$ cat config.mk
export PLATFORM = sky130hd
export DESIGN_NAME = bounded_positional_list
export DESIGN_NICKNAME = d
export VERILOG_FILES = /design/src/hw/rtl/bpl_pkg.sv /design/src/hw/rtl/bpl_store.sv /design/src/hw/rtl/bpl_seq.sv /design/src/hw/rtl/bounded_positional_list.sv
export SDC_FILE = /design/constraint.sdc
export NUM_CORES = 1
export LEC_CHECK = 0
export ABC_AREA = 1
export BUFFER_PORTS_ARGS = -buffer_cell sky130_fd_sc_hd__buf_2
export CAP_MARGIN = 5
export CORE_MARGIN = 2
export CORE_UTILIZATION = 40
export DETAILED_ROUTE_END_ITERATION = 7
export PLACE_DENSITY_LB_ADDON = 0.3
export SYNTH_ARGS = -nofsm -noshare
export SYNTH_HDL_FRONTEND = slang
export SYNTH_SLANG_ARGS = --single-unit
$ cat constraint.sdc
create_clock -name aclk -period 11.1 [get_ports aclk]
set_clock_uncertainty 0.1 [all_clocks]
set_input_delay 1.11 -clock aclk [delete_from_list [all_inputs] [get_ports aclk]]
set_output_delay 1.11 -clock aclk [all_outputs]
set_load 0.01 [all_outputs]
$ cat src/hw/rtl/bpl_pkg.sv
// ----------------------------------------------------------------------------
// bpl_pkg
// Shared types and constants for the bounded positional list.
// ----------------------------------------------------------------------------
package bpl_pkg;

    localparam int CFG_W       = 5;
    localparam int CMD_W       = 4;
    localparam int IO_VALUE_W  = 32;
    localparam int SIZE_W      = 16;
    localparam int POS_W       = 4;
    localparam int STATUS_W    = 3;
    localparam int IO_COUNT_W  = 5;
    localparam int S_TDATA_W   = 56;
    localparam int M_TDATA_W   = 64;

    typedef enum logic [CMD_W-1:0] {
        CMD_INS_FIRST = 4'd0,
        CMD_INS_LAST  = 4'd1,
        CMD_INS_AT    = 4'd2,
        CMD_EXT_FIRST = 4'd3,
        CMD_EXT_LAST  = 4'd4,
        CMD_EXT_AT    = 4'd5,
        CMD_RD_FIRST  = 4'd6,
        CMD_RD_LAST   = 4'd7,
        CMD_RD_AT     = 4'd8,
        CMD_CLEAR     = 4'd9
    } cmd_t;

    typedef enum logic [STATUS_W-1:0] {
        STS_OK    = 3'd0,
        STS_ZERO  = 3'd1,
        STS_FULL  = 3'd2,
        STS_EMPTY = 3'd3,
        STS_RANGE = 3'd4
    } status_t;

    typedef enum logic [2:0] {
        OP_NONE,
        OP_INS,
        OP_EXT,
        OP_RD,
        OP_CLR
    } op_t;

    typedef enum logic [3:0] {
        ST_IDLE,
        ST_UP_RD,
        ST_UP_WR,
        ST_PUT,
        ST_TAKE_RD,
        ST_TAKE_CAP,
        ST_DN_RD,
        ST_DN_WR,
        ST_FINISH
    } state_t;

    typedef struct packed {
        logic                    is_empty;
        logic                    is_full;
        logic [IO_COUNT_W-1:0]   count_now;
        logic [SIZE_W-1:0]       out_size;
        logic [IO_VALUE_W-1:0]   out_value;
        status_t                 status;
    } result_t;

endpackage

$ cat src/hw/rtl/bpl_store.sv
// ----------------------------------------------------------------------------
// bpl_store
// Entry memory: one write port, one registered read port.
// ----------------------------------------------------------------------------
module bpl_store #(
    parameter int DEPTH = 16,
    parameter int WIDTH = 48
) (
    input  logic                     aclk,
    input  logic                     we,
    input  logic [$clog2(DEPTH)-1:0] waddr,
    input  logic [WIDTH-1:0]         wdata,
    input  logic [$clog2(DEPTH)-1:0] raddr,
    output logic [WIDTH-1:0]         rdata
);

    logic [WIDTH-1:0] mem [DEPTH];
    logic [WIDTH-1:0] rdata_reg;

    always_ff @(posedge aclk) begin
        if (we) begin
            mem[waddr] <= wdata;
        end
    end

    always_ff @(posedge aclk) begin
        rdata_reg <= mem[raddr];
    end

    assign rdata = rdata_reg;

endmodule

$ cat src/hw/rtl/bpl_seq.sv
// ----------------------------------------------------------------------------
// bpl_seq
// Command sequencer: decodes a command, checks it, and moves entries through
// the entry memory one at a time with a shared pointer unit.
// ----------------------------------------------------------------------------
module bpl_seq #(
    parameter int DEPTH       = 16,
    parameter int VALUE_WIDTH = 32
) (
    input  logic                          aclk,
    input  logic                          aresetn,
    // command channel
    input  logic                          cmd_valid,
    output logic                          cmd_ready,
    input  logic [bpl_pkg::CMD_W-1:0]     cmd,
    input  logic [bpl_pkg::IO_VALUE_W-1:0] item_value,
    input  logic [bpl_pkg::SIZE_W-1:0]    item_size,
    input  logic [bpl_pkg::POS_W-1:0]     position,
    // capacity register
    input  logic                          cfg_valid,
    input  logic [bpl_pkg::CFG_W-1:0]     cfg_data,
    // result side
    input  logic                          out_free,
    output logic                          res_load,
    output bpl_pkg::result_t              res
);

    localparam int AW      = $clog2(DEPTH);
    localparam int CW      = $clog2(DEPTH + 1);
    localparam int XW      = (CW > 5) ? CW : 5;
    localparam int EW      = VALUE_WIDTH + bpl_pkg::SIZE_W;
    localparam int CAP_RST = (DEPTH < 16) ? DEPTH : 16;

    bpl_pkg::state_t  state_reg, state_next;
    bpl_pkg::op_t     op_reg;
    bpl_pkg::status_t status_reg;

    logic [CW-1:0]          count_reg;
    logic [CW-1:0]          cap_reg;
    logic [CW-1:0]          ptr_reg;
    logic [CW-1:0]          idx_reg;
    logic [EW-1:0]          item_reg;
    logic [EW-1:0]          out_reg;

    // decode
    bpl_pkg::op_t     dec_op;
    bpl_pkg::status_t dec_status;
    logic [CW-1:0]    dec_idx;
    logic [XW-1:0]    pos_ext;
    logic [XW-1:0]    cnt_ext;
    logic [XW-1:0]    cfg_ext;
    logic [XW-1:0]    depth_ext;
    logic [XW-1:0]    cap_new;
    logic [63:0]      val_ext;
    logic             accept;

    // shared pointer unit
    logic [CW-1:0]    ptr_dec;
    logic [CW-1:0]    ptr_inc;
    logic [CW-1:0]    ptr_inc2;

    // memory port
    logic             mem_we;
    logic [AW-1:0]    mem_waddr;
    logic [EW-1:0]    mem_wdata;
    logic [AW-1:0]    mem_raddr;
    logic [EW-1:0]    mem_rdata;

    // finish values
    logic [CW-1:0]    count_fin;
    logic [63:0]      ov_ext;
    logic [15:0]      cnt_fin_ext;

    assign accept    = cmd_valid && cmd_ready;
    assign pos_ext   = XW'(position);
    assign cnt_ext   = XW'(count_reg);
    assign cfg_ext   = XW'(cfg_data);
    assign depth_ext = XW'(DEPTH);
    assign cap_new   = (cfg_ext > depth_ext) ? depth_ext : cfg_ext;
    assign val_ext   = 64'(item_value);

    assign ptr_dec  = ptr_reg - CW'(1);
    assign ptr_inc  = ptr_reg + CW'(1);
    assign ptr_inc2 = ptr_reg + CW'(2);

    always_comb begin
        dec_op     = bpl_pkg::OP_NONE;
        dec_status = bpl_pkg::STS_OK;
        dec_idx    = '0;
        unique case (bpl_pkg::cmd_t'(cmd))
            bpl_pkg::CMD_INS_FIRST, bpl_pkg::CMD_INS_LAST, bpl_pkg::CMD_INS_AT: begin
                dec_op = bpl_pkg::OP_INS;
                if (item_size == '0) begin
                    dec_status = bpl_pkg::STS_ZERO;
                end else if (count_reg >= cap_reg) begin
                    dec_status = bpl_pkg::STS_FULL;
                end
                if (bpl_pkg::cmd_t'(cmd) == bpl_pkg::CMD_INS_FIRST) begin
                    dec_idx = '0;
                end else if (bpl_pkg::cmd_t'(cmd) == bpl_pkg::CMD_INS_LAST) begin
                    dec_idx = count_reg;
                end else begin
                    // a position at or past the end appends
                    dec_idx = (pos_ext >= cnt_ext) ? count_reg : pos_ext[CW-1:0];
                end
            end
            bpl_pkg::CMD_EXT_FIRST, bpl_pkg::CMD_EXT_LAST, bpl_pkg::CMD_EXT_AT,
            bpl_pkg::CMD_RD_FIRST, bpl_pkg::CMD_RD_LAST, bpl_pkg::CMD_RD_AT: begin
                if (bpl_pkg::cmd_t'(cmd) == bpl_pkg::CMD_EXT_FIRST ||
                    bpl_pkg::cmd_t'(cmd) == bpl_pkg::CMD_EXT_LAST ||
                    bpl_pkg::cmd_t'(cmd) == bpl_pkg::CMD_EXT_AT) begin
                    dec_op = bpl_pkg::OP_EXT;
                end else begin
                    dec_op = bpl_pkg::OP_RD;
                end
                if (bpl_pkg::cmd_t'(cmd) == bpl_pkg::CMD_EXT_FIRST ||
                    bpl_pkg::cmd_t'(cmd) == bpl_pkg::CMD_RD_FIRST) begin
                    dec_idx = '0;
                end else if (bpl_pkg::cmd_t'(cmd) == bpl_pkg::CMD_EXT_LAST ||
                             bpl_pkg::cmd_t'(cmd) == bpl_pkg::CMD_RD_LAST) begin
                    dec_idx = count_reg - CW'(1);
                end else begin
                    dec_idx = pos_ext[CW-1:0];
                end
                if (count_reg == '0) begin
                    dec_status = bpl_pkg::STS_EMPTY;
                end else if ((bpl_pkg::cmd_t'(cmd) == bpl_pkg::CMD_EXT_AT ||
                              bpl_pkg::cmd_t'(cmd) == bpl_pkg::CMD_RD_AT) &&
                             pos_ext >= cnt_ext) begin
                    dec_status = bpl_pkg::STS_RANGE;
                end
            end
            bpl_pkg::CMD_CLEAR: begin
                dec_op = bpl_pkg::OP_CLR;
            end
            default: begin
                dec_op = bpl_pkg::OP_NONE;
            end
        endcase
    end

    // next state
    always_comb begin
        state_next = state_reg;
        unique case (state_reg)
            bpl_pkg::ST_IDLE: begin
                if (accept) begin
                    if (dec_status != bpl_pkg::STS_OK ||
                        dec_op == bpl_pkg::OP_NONE || dec_op == bpl_pkg::OP_CLR) begin
                        state_next = bpl_pkg::ST_FINISH;
                    end else if (dec_op == bpl_pkg::OP_INS) begin
                        state_next = (count_reg > dec_idx) ? bpl_pkg::ST_UP_RD
                                                           : bpl_pkg::ST_PUT;
                    end else begin
                        state_next = bpl_pkg::ST_TAKE_RD;
                    end
                end
            end
            bpl_pkg::ST_UP_RD:   state_next = bpl_pkg::ST_UP_WR;
            bpl_pkg::ST_UP_WR: begin
                state_next = (ptr_dec != idx_reg) ? bpl_pkg::ST_UP_RD : bpl_pkg::ST_PUT;
            end
            bpl_pkg::ST_PUT:     state_next = bpl_pkg::ST_FINISH;
            bpl_pkg::ST_TAKE_RD: state_next = bpl_pkg::ST_TAKE_CAP;
            bpl_pkg::ST_TAKE_CAP: begin
                if (op_reg == bpl_pkg::OP_EXT && (idx_reg + CW'(1)) < count_reg) begin
                    state_next = bpl_pkg::ST_DN_RD;
                end else begin
                    state_next = bpl_pkg::ST_FINISH;
                end
            end
            bpl_pkg::ST_DN_RD:   state_next = bpl_pkg::ST_DN_WR;
            bpl_pkg::ST_DN_WR: begin
                state_next = (ptr_inc2 < count_reg) ? bpl_pkg::ST_DN_RD
                                                    : bpl_pkg::ST_FINISH;
            end
            bpl_pkg::ST_FINISH:  state_next = bpl_pkg::ST_IDLE;
            default:             state_next = bpl_pkg::ST_IDLE;
        endcase
    end

    // outputs and memory control
    always_comb begin
        cmd_ready = 1'b0;
        res_load  = 1'b0;
        mem_we    = 1'b0;
        mem_waddr = ptr_reg[AW-1:0];
        mem_wdata = mem_rdata;
        mem_raddr = idx_reg[AW-1:0];
        unique case (state_reg)
            bpl_pkg::ST_IDLE:     cmd_ready = out_free;
            bpl_pkg::ST_UP_RD:    mem_raddr = ptr_dec[AW-1:0];
            bpl_pkg::ST_UP_WR:    mem_we    = 1'b1;
            bpl_pkg::ST_PUT: begin
                mem_we    = 1'b1;
                mem_waddr = idx_reg[AW-1:0];
                mem_wdata = item_reg;
            end
            bpl_pkg::ST_TAKE_RD:  mem_raddr = idx_reg[AW-1:0];
            bpl_pkg::ST_TAKE_CAP: mem_raddr = idx_reg[AW-1:0];
            bpl_pkg::ST_DN_RD:    mem_raddr = ptr_inc[AW-1:0];
            bpl_pkg::ST_DN_WR:    mem_we    = 1'b1;
            bpl_pkg::ST_FINISH:   res_load  = 1'b1;
            default:              cmd_ready = 1'b0;
        endcase
    end

    always_comb begin
        count_fin = count_reg;
        if (status_reg == bpl_pkg::STS_OK) begin
            priority case (op_reg)
                bpl_pkg::OP_INS: count_fin = count_reg + CW'(1);
                bpl_pkg::OP_EXT: count_fin = count_reg - CW'(1);
                bpl_pkg::OP_CLR: count_fin = '0;
                default:         count_fin = count_reg;
            endcase
        end
    end

    assign ov_ext      = 64'(out_reg[VALUE_WIDTH-1:0]);
    assign cnt_fin_ext = 16'(count_fin);

    always_comb begin
        res.status    = status_reg;
        res.out_value = ov_ext[bpl_pkg::IO_VALUE_W-1:0];
        res.out_size  = out_reg[EW-1:VALUE_WIDTH];
        res.count_now = cnt_fin_ext[bpl_pkg::IO_COUNT_W-1:0];
        res.is_full   = (count_fin == cap_reg);
        res.is_empty  = (count_fin == '0);
    end

    // control registers
    always_ff @(posedge aclk) begin
        if (!aresetn) begin
            state_reg <= bpl_pkg::ST_IDLE;
            count_reg <= '0;
            cap_reg   <= CW'(CAP_RST);
        end else begin
            state_reg <= state_next;
            if (state_reg == bpl_pkg::ST_FINISH) begin
                count_reg <= count_fin;
            end
            // capacity write of zero is ignored; a lower capacity drops the tail
            if (cfg_valid && cfg_data != '0) begin
                cap_reg <= cap_new[CW-1:0];
                if (cnt_ext > cap_new) begin
                    count_reg <= cap_new[CW-1:0];
                end
            end
        end
    end

    // datapath registers
    always_ff @(posedge aclk) begin
        if (accept) begin
            op_reg     <= dec_op;
            status_reg <= dec_status;
            idx_reg    <= dec_idx;
            ptr_reg    <= count_reg;
            item_reg   <= {item_size, val_ext[VALUE_WIDTH-1:0]};
            out_reg    <= '0;
        end else begin
            unique case (state_reg)
                bpl_pkg::ST_UP_WR:    ptr_reg <= ptr_dec;
                bpl_pkg::ST_TAKE_CAP: begin
                    out_reg <= mem_rdata;
                    ptr_reg <= idx_reg;
                end
                bpl_pkg::ST_DN_WR:    ptr_reg <= ptr_inc;
                default:              ptr_reg <= ptr_reg;
            endcase
        end
    end

    bpl_store #(
        .DEPTH (DEPTH),
        .WIDTH (EW)
    ) u_store (
        .aclk  (aclk),
        .we    (mem_we),
        .waddr (mem_waddr),
        .wdata (mem_wdata),
        .raddr (mem_raddr),
        .rdata (mem_rdata)
    );

endmodule

$ cat src/hw/rtl/bounded_positional_list.sv
// ----------------------------------------------------------------------------
// bounded_positional_list
// Ordered list of up to DEPTH entries (handle and byte size) with insert,
// extract and read at the front, back or a position, plus clear.
// ----------------------------------------------------------------------------
// One command is taken at a time and every command returns one result. The
// entries sit packed in list order in a single-port-read, single-port-write
// memory, so moving an entry takes a read, then a write. With n entries in
// the list, errors, clear and unknown codes go straight to the finish state;
// reads read and capture the entry; insert at index i moves n - i entries
// from index i up one place, then writes the new entry; extract at index i
// reads and captures the entry, then moves the n - i - 1 entries after it
// down one place. The capacity register may be written at any time the list
// is idle and takes effect at once; no clearing pass is needed after reset.
module bounded_positional_list #(
    parameter int DEPTH       = 16,
    parameter int VALUE_WIDTH = 32
) (
    input  logic                              aclk,
    input  logic                              aresetn,
    // s_tdata: cmd[3:0], item_value[35:4], item_size[51:36], position[55:52]
    input  logic                              s_tvalid,
    output logic                              s_tready,
    input  logic [bpl_pkg::S_TDATA_W-1:0]     s_tdata,
    // m_tdata: status[2:0], out_value[34:3], out_size[50:35], count_now[55:51],
    //          is_full[56], is_empty[57], zero[63:58]
    output logic                              m_tvalid,
    input  logic                              m_tready,
    output logic [bpl_pkg::M_TDATA_W-1:0]     m_tdata,
    // capacity register write
    input  logic                              cfg_valid,
    output logic                              cfg_ready,
    input  logic [bpl_pkg::CFG_W-1:0]         cfg_data
);

    logic                      m_valid_reg;
    logic [bpl_pkg::M_TDATA_W-1:0] m_data_reg;
    logic                      out_free;
    logic                      res_load;
    bpl_pkg::result_t          res;

    assign out_free  = !m_valid_reg || m_tready;
    assign cfg_ready = 1'b1;

    bpl_seq #(
        .DEPTH       (DEPTH),
        .VALUE_WIDTH (VALUE_WIDTH)
    ) u_seq (
        .aclk       (aclk),
        .aresetn    (aresetn),
        .cmd_valid  (s_tvalid),
        .cmd_ready  (s_tready),
        .cmd        (s_tdata[3:0]),
        .item_value (s_tdata[35:4]),
        .item_size  (s_tdata[51:36]),
        .position   (s_tdata[55:52]),
        .cfg_valid  (cfg_valid && cfg_ready),
        .cfg_data   (cfg_data),
        .out_free   (out_free),
        .res_load   (res_load),
        .res        (res)
    );

    // output register holds a result until its transfer completes
    always_ff @(posedge aclk) begin
        if (!aresetn) begin
            m_valid_reg <= 1'b0;
        end else if (res_load) begin
            m_valid_reg <= 1'b1;
        end else if (m_tready) begin
            m_valid_reg <= 1'b0;
        end
    end

    always_ff @(posedge aclk) begin
        if (res_load) begin
            m_data_reg <= bpl_pkg::M_TDATA_W'(res);
        end
    end

    assign m_tvalid = m_valid_reg;
    assign m_tdata  = m_data_reg;

endmodule
==> summary.md <==
| Metric | Value |
|---|---|
| Ratio of cells with drive above 1 in the final layout | `10.4%` |
| Critical Path Start Type | `register` |
| Largest family of logic cells by synthesized area | `simple AND/OR/NAND/NOR gates` |
| IO Port Bufs | `125` |
| Clk root buf | `clkbuf_16` |
| # IOs | `133` |
| Hold Path Origin | `u_seq.out_reg[23]` |
| RSZ-0062 raised after global routing | `no` |
| Clk network pwr share | `29.5%` |
| Initial DRT Pass Iterations | `7` |
| Clock buffer count from CTS | `102` |
| CTS tree | `built` |
| Routed WL per cell | `18.5 µm` |
| Number of flip-flops in the largest register | `~770` |
| Clk slew on worst S/H paths | `0.06 ns` |
| Hold crit path type | `reg -> reg` |
| Drt drc | `0` |
| DIE WIDTH | `326 µm` |
| GRT overflow | `0` |
| DR iter-0 viols | `between 2000 and 2500` |
| Worst Path Arrival | `4.88 ns` |
| Final Util | `45.6%` |
| Final net count | `3800` |
| Final hold viol count | `0` |
| H-tree levels | `3` |
| WP data required | `11.56 ns` |
| Reg-to-Reg Start | `u_seq.state_reg[3]` |
| Part of the power in combinational logic | `between 20% and 30%` |
| Crit. End Element | `register` |
| # Post-CTS Setup Buffers | `0` |
| Synth cell types | `40` |
| Clock Sinks | `1001` |
| Filler cells | `9324` |
| Sequential area share after synthesis | `between 60% and 70%` |
| Synth warn | `0` |
| Clk buf depth | `3` |
| Mux cell area share after synthesis | `1.31%` |
| Synth Area in Adders | `roughly 1.1%` |
| Cell area after synthesis | `41400 µm²` |
| Slew Viols, Final | `0` |
| Die area | `106000 µm²` |
| Ys flop type | `edfxtp_1` |
| Setup violators final | `0` |
| Compound-Gate Fraction of Synth Area | `under 10%` |
| Max cap viols | `0` |
| Final setup TNS | `0 ns` |
| Peak Freq | `around 230 MHz` |
| Global-route wire length before repair | `145000 µm` |
| Die height | `326 µm` |
| Vias per cell | `4.99` |
| Crit Path Category | `reg -> reg` |
| Sequential power share | `43.8%` |
| Initial core utilization | `40.5%` |
| DR vias | `around 26000` |
| Post-synth EDFFs | `890` |
| Simple logic cell fraction of the synthesized area | `12.7%` |
| Sw frac | `33.5%` |
| # diodes | `0` |
| Critical path startpoint | `u_seq.state_reg[3]` |
| Number of global-route vias before repair | `around 24000` |
| Sw power | `3.86 mW` |
| Commonest non-fill, non-tap cells in the layout | `edfxtp_1 (890), nand2_1 (767), inv_1 (516)` |
| Worst skew pair latency | `around 0.67 ns` |
| Commonest non-fill, non-tap cell in the layout | `edfxtp_1` |
| Number of synthesized register bits | `1001` |
| Leakage | `roughly 18 nW` |
| XOR/XNOR Fraction of Synth Area | `0.296%` |
| CTS resizes | `0` |
| DP HPWL | `47700 µm` |
| FFs w/ async S/R, synth | `0%` |
| Row count | `117` |
| Post-CTS Hold Fix Bufs | `0` |
| Final Critical Period | `4.42 ns` |
| Status | `finished, final reports clean` |
| Cells after synthesis | `3619` |
| VDD IR max | `0.219 mV` |
| P_int | `about 7.7 mW` |
| Fin cells | `roughly 5200` |
| Final worst-path cycle share | `39.8%` |
| Antenna violations before repair | `3` |
| Dpl cells | `4962` |
| Core ar. | `102000 µm²` |
| Worst Path Max Fanout | `between 100 and 150` |
| GP Congestion | `slightly below 0.8` |
| Power per cell area | `about 250 nW/µm²` |
| Wirelength, routed | `95300 µm` |
| Post-route ant nets | `0` |
| Max_slew headroom | `14.8%` |
| GRT Util Overall | `~18%` |
| P&R area growth vs syn | `12.6%` |
| Mean Syn Cell Area | `11.4 µm²` |
| Largest Register | `u_seq.u_store.mem` |
| Largest net degree at the start of global routing | `around 290` |
| Worst slew pin tran | `1.28 ns` |
## power by group through the flow
stage,clock network (mW),logic (mW),registers [mW]
3_5_place_dp,0,3.10,5.13
2_1_floorplan,0,2.24,5.07
3_3_place_gp,0,3.06,5.13
4_1_cts,3.47,3.11,5.06
5_1_grt,3.62,3.48,5.08
6_report,3.40,3.08,5.05
## path summary, 6_finish.rpt
kind | to | slack, ns | depth (start not counted)
worst max-delay path | u_seq.u_store.rdata[42] | 6.68 | 13
worst min-delay path | m_tdata[26] | 0.33 | 0
worst max register to register | u_seq.u_store.rdata[42] | 6.68 | 13
worst min register to register | m_tdata[26] | 0.33 | 0
## cell type report
cell class / count / area [µm²] / area share (%)
Clock buffer: 143 / 2800 / 6.00
Clock inverter: 50 / 532 / 1.14
Inverter: 524 / 1980 / 4.24
Multi-Input combinational cell: 1910 / 9700 / 20.8
Sequential cell: 1001 / 28900 / 62.2
Tap cell: 1368 / 1710 / 3.68
Timing Repair Buffer: 159 / 906 / 1.95
## cell usage after synthesis (all sizes together) (4+ instances only)
cell type  count  area (µm²)
a21oi         30         158
nor2         168         633
o22ai          5        31.3
edfxtp       890       26700
nand4          4        25.0
inv          523        1960
o211ai       185        1390
mux2          48         541
nand2        768        2890
clkbuf        74         278
nand3        329        1650
nor3           7        35.0
xor2          12         105
o21ai        296        1490
buf          115         662
dfxtp        111        2220
ha            36         450
## layer usage
layer	GRT usage (%)	wire (µm)	vias up
li1	-	-	12500
met3	2.72	5220	133
met4	5.31	2220	2
met2	28.8	44300	624
met1	24.6	43500	12500
met5	0	11	-
## worst max-delay path, cell delays in order (launching register included)
cell and delay [ns]:
dfxtp_1 0.36, nor2_2 0.22, nand3_1 0.23, nand2_2 0.17, nand2_1 0.10, o21ai_4 0.06, buf_4 0.59, buf_4 0.89
buf_4 0.81, o21ai_0 0.18, nand2_1 0.09, nand3_1 0.09, nand3_1 0.13, nand2_1 0.06
## logic make-up after synthesis
group,after synthesis
adders and majority gates,36
xor gates and xnor gates,14
buffers and inverters,713
muxes,48
other,2
AOI/OAI and AO/OA,525
and+or+nand+nor,1280
DFF,1001
## stage by stage
step,area (µm²),total power [mW],setup WS (ns),hold slack [ns]
final,46600,11.5,6.68,0.329
after global routing,46600,12.2,6.21,0.342
after CTS,46600,11.6,6.74,0.333
after detailed placement,43200,8.23,6.77,0.315
after global placement,43200,8.19,6.79,0.314
after floorplan,41400,7.31,5.07,0.309
Note: power is estimated with default switching activity, not from simulation.
